**src/sv/gbi_pkg.sv**
```systemverilog
package gbi_pkg;

    localparam int MAX_ROWS = 64;
    localparam int MAX_COLS = 64;
    localparam int MAX_SPAN = (MAX_ROWS > MAX_COLS) ? MAX_ROWS : MAX_COLS;

    localparam int ROW_W  = $clog2(MAX_ROWS);
    localparam int COL_W  = $clog2(MAX_COLS);
    localparam int IDX_W  = $clog2(MAX_SPAN);
    localparam int SPAN_W = $clog2(MAX_SPAN + 1);

    localparam int VAL_W     = 32;
    localparam int COORD_W   = 32;
    localparam int USED_W    = 7;
    localparam int FRAC_BITS = 16;
    localparam int FRAC_W    = FRAC_BITS + 1;
    localparam int POS_W     = COORD_W + COORD_W - FRAC_BITS;
    localparam int BLEND_W   = VAL_W + FRAC_BITS;

    localparam logic [FRAC_W-1:0] FRAC_ONE = FRAC_W'(1) << FRAC_BITS;

    localparam int RA_W       = ROW_W - 1;
    localparam int CA_W       = COL_W - 1;
    localparam int BANK_AW    = RA_W + CA_W;
    localparam int BANK_DEPTH = 1 << BANK_AW;
    localparam int NUM_BANKS  = 4;

    localparam logic CMD_WRITE = 1'b0;
    localparam logic CMD_QUERY = 1'b1;

    localparam int CFG_IDX_W = 3;
    localparam logic [CFG_IDX_W-1:0] REG_ROW_ORIGIN   = 3'd0;
    localparam logic [CFG_IDX_W-1:0] REG_ROW_INV_STEP = 3'd1;
    localparam logic [CFG_IDX_W-1:0] REG_ROWS_USED    = 3'd2;
    localparam logic [CFG_IDX_W-1:0] REG_COL_ORIGIN   = 3'd3;
    localparam logic [CFG_IDX_W-1:0] REG_COL_INV_STEP = 3'd4;
    localparam logic [CFG_IDX_W-1:0] REG_COLS_USED    = 3'd5;

    typedef struct packed {
        logic              ok;
        logic [IDX_W-1:0]  idx;
        logic [FRAC_W-1:0] frac;
    } axis_res_t;

    // Limit a configured node count to [2, max_n].
    function automatic logic [SPAN_W-1:0] clamp_used(input logic [USED_W-1:0] used,
                                                      input int unsigned max_n);
        int unsigned u;
        u = {25'd0, used};
        if (u < 2)
            return SPAN_W'(2);
        else if (u > max_n)
            return SPAN_W'(max_n);
        else
            return SPAN_W'(u);
    endfunction

endpackage

```
**src/sv/gbi_axis.sv**
```systemverilog
module gbi_axis
    import gbi_pkg::*;
(
    input  logic               clk,
    input  logic               en_diff,
    input  logic               en_pos,
    input  logic [COORD_W-1:0] coord,
    input  logic [COORD_W-1:0] origin,
    input  logic [COORD_W-1:0] inv_step,
    input  logic [SPAN_W-1:0]  used,
    output axis_res_t          res
);

    logic [COORD_W:0]           diff_reg;
    logic                       neg_reg;
    logic [POS_W-1:0]           pos_reg;
    logic [2*COORD_W-1:0]       prod;
    logic [SPAN_W-1:0]          last;
    logic [POS_W-FRAC_BITS-1:0] pos_int;
    logic                       over;
    logic                       at_last;

    always_ff @(posedge clk)
    begin
        if (en_diff)
        begin
            diff_reg <= {coord[COORD_W-1], coord} - {origin[COORD_W-1], origin};
        end
    end

    assign prod = diff_reg[COORD_W-1:0] * inv_step;

    always_ff @(posedge clk)
    begin
        if (en_pos)
        begin
            neg_reg <= diff_reg[COORD_W];
            pos_reg <= prod[2*COORD_W-1:FRAC_BITS];
        end
    end

    assign last    = used - SPAN_W'(1);
    assign pos_int = pos_reg[POS_W-1:FRAC_BITS];
    assign over    = pos_reg > (POS_W'(last) << FRAC_BITS);
    // Only a position exactly on the last node reaches it while in range.
    assign at_last = pos_int == (POS_W - FRAC_BITS)'(last);

    always_comb
    begin
        res.ok = !neg_reg && !over;
        if (at_last)
        begin
            res.idx  = IDX_W'(last - SPAN_W'(1));
            res.frac = FRAC_ONE;
        end
        else
        begin
            res.idx  = pos_reg[FRAC_BITS+IDX_W-1:FRAC_BITS];
            res.frac = {1'b0, pos_reg[FRAC_BITS-1:0]};
        end
    end

endmodule

```
**config.mk**
```make
export PLATFORM = sky130hd
export DESIGN_NAME = gbi_axis
export DESIGN_NICKNAME = d
export VERILOG_FILES = /design/src/sv/gbi_pkg.sv /design/src/sv/gbi_axis.sv
export SDC_FILE = /design/constraint.sdc
export NUM_CORES = 2
export LEC_CHECK = 0
export BUFFER_PORTS_ARGS = -buffer_cell sky130_fd_sc_hd__buf_2
export CORE_ASPECT_RATIO = 0.6
export CORE_MARGIN = 2
export CORE_UTILIZATION = 56
export CTS_BUF_LIST = sky130_fd_sc_hd__clkbuf_8
export CTS_CLUSTER_SIZE = 14
export DETAILED_ROUTE_END_ITERATION = 10
export PLACE_DENSITY = 0.73
export SLEW_MARGIN = 20
export SYNTH_ARGS = -nofsm -noshare
export SYNTH_HDL_FRONTEND = slang
export SYNTH_SLANG_ARGS = --single-unit
```
**constraint.sdc**
```tcl
create_clock -name clk -period 10.9 [get_ports clk]
set_clock_uncertainty 0.2 [all_clocks]
set_input_delay 1.09 -clock clk [delete_from_list [all_inputs] [get_ports clk]]
set_output_delay 1.09 -clock clk [all_outputs]
set_load 0.01 [all_outputs]
```
==> summary.md <==
| Metric | Value |
|---|---|
| Outcome | completed |
| Gr usage total | 0.334 |
| Hold Violations, Final | 0 |
| Worst Reg-to-Reg Cells | 23 |
| Residual DRC | 0 |
| DRT iter0 DRCs | 2768 |
| Core footprint | between 0.06 and 0.07 sq mm |
| Buffers and inverters on the worst path | 4 |
| Main combinational cell family by area after synthesis | adder cells |
| Die X-Extent | roughly 340 um |
| Worst-margin pin slew | 1.09 ns |
| CP arrival | 9.02 ns |
| Grt ovf | 0 |
| Met3 usage | 0.207 |
| Most common cell after layout, fill and taps aside | inv_1 |
| Root buffer cell | clkbuf_8 |
| Dpl hpwl | approximately 85 mm |
| Worst setup SP type | flip-flop |
| Synthesized net count | ~5300 |
| Post-synthesis xor/xnor area fraction | 0.0211 |
| Setup TNS | 0 ns |
| Fin crit share | 0.825 |
| DIE AREA | 0.0688 sq mm |
| Required time of the critical path | between 10 and 15 ns |
| CP Cell Sequence | buf_4 -> nand2_1 -> fa_1 -> inv_1 -> fa_1 -> inv_1 -> fa_1 -> fa_1 -> inv_1 -> fa_1 -> fa_1 -> fa_1 -> ha_1 -> ha_1 -> and4_1 -> and3_1 -> a21boi_0 -> a221oi_2 -> a21oi_1 -> a21o_1 -> a21oi_1 -> o21ba_2 -> xnor2_1 |
| Vias | between 20000 and 30000 |
| Critical path depth in cells | 23 |
| Die Ht | between 200 and 250 um |
| Largest net degree at the start of global routing | 50 |
| Starting Density | 0.565 |
| CP Class | reg -> reg |
| DRT Pass-1 Iters | 8 |
| Worst hold path type | reg -> reg |
| Slew Limit Fails | 0 |
| Worst-path fanout max | 20 |
| Max-slew headroom | 0.274 |
| Post-synth EDFFs | 82 |
| Via-per-instance ratio | 5.59 |
| Resized cells post-CTS | 0 |
| TritonCTS clock tree | yes |
| CTS Buffer Depth | 2 |
| Simple-gate portion of the synthesized area | 0.174 |
| Worst Hold Depth | 0 |
| H-tree lvl count | 3 |
| # IOs | 130 |
| FFs w/ async S/R, synth | 0 |
| Avg Cell Area, Syn | between 9 and 10 sq um |
| Main flop type after synthesis | edfxtp_1 |
| Mapped Area | between 0.03 and 0.04 sq mm |
| Hold Buf Count CTS | 0 |
| Final setup vio count | 0 |
| Seq/Total Area, Yosys | 0.0660 |
| Routability cong. | 0.961 |
| Global-route wire length before repair | 169 mm |
| Vias in the first global route | approximately 28000 |
| Sinks on Clock Net | 82 |
| Crit. End Element | flip-flop |
| Multiplexer share of the synthesized area | 0.00151 |
| Peak Freq | ~110 MHz |
| Compound-Gate Fraction of Synth Area | 0.0430 |
| RSZ-0062 raised after global routing | no |
| Routed len/inst | between 20 and 25 um |
| Area growth syn-to-layout | 4.23% |
| Final wirelength | 110 mm |
| Min Clock Period, post-route | ~9.0 ns |
| Distinct cell type count after synthesis | 66 |
| # nets final | ~5300 |
| Antenna Nets Post-Route | 0 |
| Worst stage delay on the critical path | ~0.98 ns |
| Maxcap violations | 0 |
| Met2 Track Usage GR | 0.406 |
| Most used cell, CP | fa_1 |
| Post-CTS setup buffers | 0 |
| CTS Buf Count | 9 |
| Antenna violations before repair | 3 |
| Yosys warns | 0 |
| Mapped Cells | roughly 4000 |
| Slowest cell on the critical path | edfxtp_1 |
| I/O Buffers | 129 |
| Clock edge transition at the registers on the reported setup and hold paths | around 0.10 ns |
| Worst-skew pair later-pin latency | ~0.45 ns |
| Most used routing layer | met1 |
| Adder-cell share of the synthesized area | 0.581 |
| GR Util met1 | 0.502 |
| Post-synthesis register bit count | between 80 and 90 |
| Crit path max-delay family | adder cells |
| Layout cells sized above 1 | 0.0543 |
| Most frequent cells in the layout | inv_1, fa_1, and2_1 |
| Site Rows | 73 |
| Max FFs per register | 48 |
[synth_stat cells, types with 32 or more instances]
cell type,instances,area [sq um]
a21o_1,49,368
a21oi_1,70,350
and2_1,605,3780
clkbuf_1,200,751
edfxtp_1,82,2460
fa_1,896,17900
ha_1,301,3770
inv_1,910,3420
nand2_1,466,1750
nor2_1,50,188
o21ai_0,36,180
xnor2_1,58,508
xor2_1,32,280
[kinds of logic (layout without fill, tap and decap cells)]
family                   after synthesis  count (layout)
AO/OA/AOI/OAI                        242             242
XOR/XNOR                              90              90
adder cells (fa/ha/maj)             1197            1197
buffers and inverters               1118            1101
flip-flops                            82              82
multiplexers                           5               5
other                                  0               4
AND/OR/NAND/NOR                     1246            1246
[per-stage QoR]
| step | cell area [sq um] | setup slack (ns) | cells | util | hold WS (ns) |
|---|---|---|---|---|---|
| after CTS | 38900 | 2.17 | 4861 | 0.588 | 0.608 |
| after global placement | 38600 | 1.75 | 4843 | 0.585 | 0.594 |
| after detailed placement | 38700 | 1.69 | 4845 | 0.585 | 0.592 |
| after global routing | 38900 | 1.73 | 4864 | 0.589 | 0.687 |
| after floorplan | 37300 | 2.83 | 3980 | - | 0.200 |
| final | 38900 | 1.90 | 4867 | 0.589 | 0.734 |
[final cells by class]
class / count / area (sq um)
clock buffer: 9 / 124
inverter: 910 / 3420
timing repair buffer: 175 / 1030
sequential: 82 / 2460
tap: 900 / 1130
fill: 5716 / 27100
multi-input combinational: 2780 / 30700
antenna: 4 / 10.0
clock inverter: 7 / 76.3
[path summary, 6_finish.rpt]
| check | startpoint | end | slack (ns) |
|---|---|---|---|
| worst max register to register | diff_reg[29] | pos_reg[39] | 1.90 |
| worst min register to register | diff_reg[32] | neg_reg | 0.73 |
| worst min-delay path | diff_reg[32] | neg_reg | 0.73 |
| worst max-delay path | diff_reg[29] | pos_reg[39] | 1.90 |
[routing by layer]
metal	part of all wire	wire (um)
met1	0.43	47500
met4	0.014	1540
met5	0.00087	96
met3	0.20	21800
met2	0.35	38800
Power is left out: the tool's default activity adds up to more than one toggle a clock period on the data nets, which glitch-free logic cannot reach.
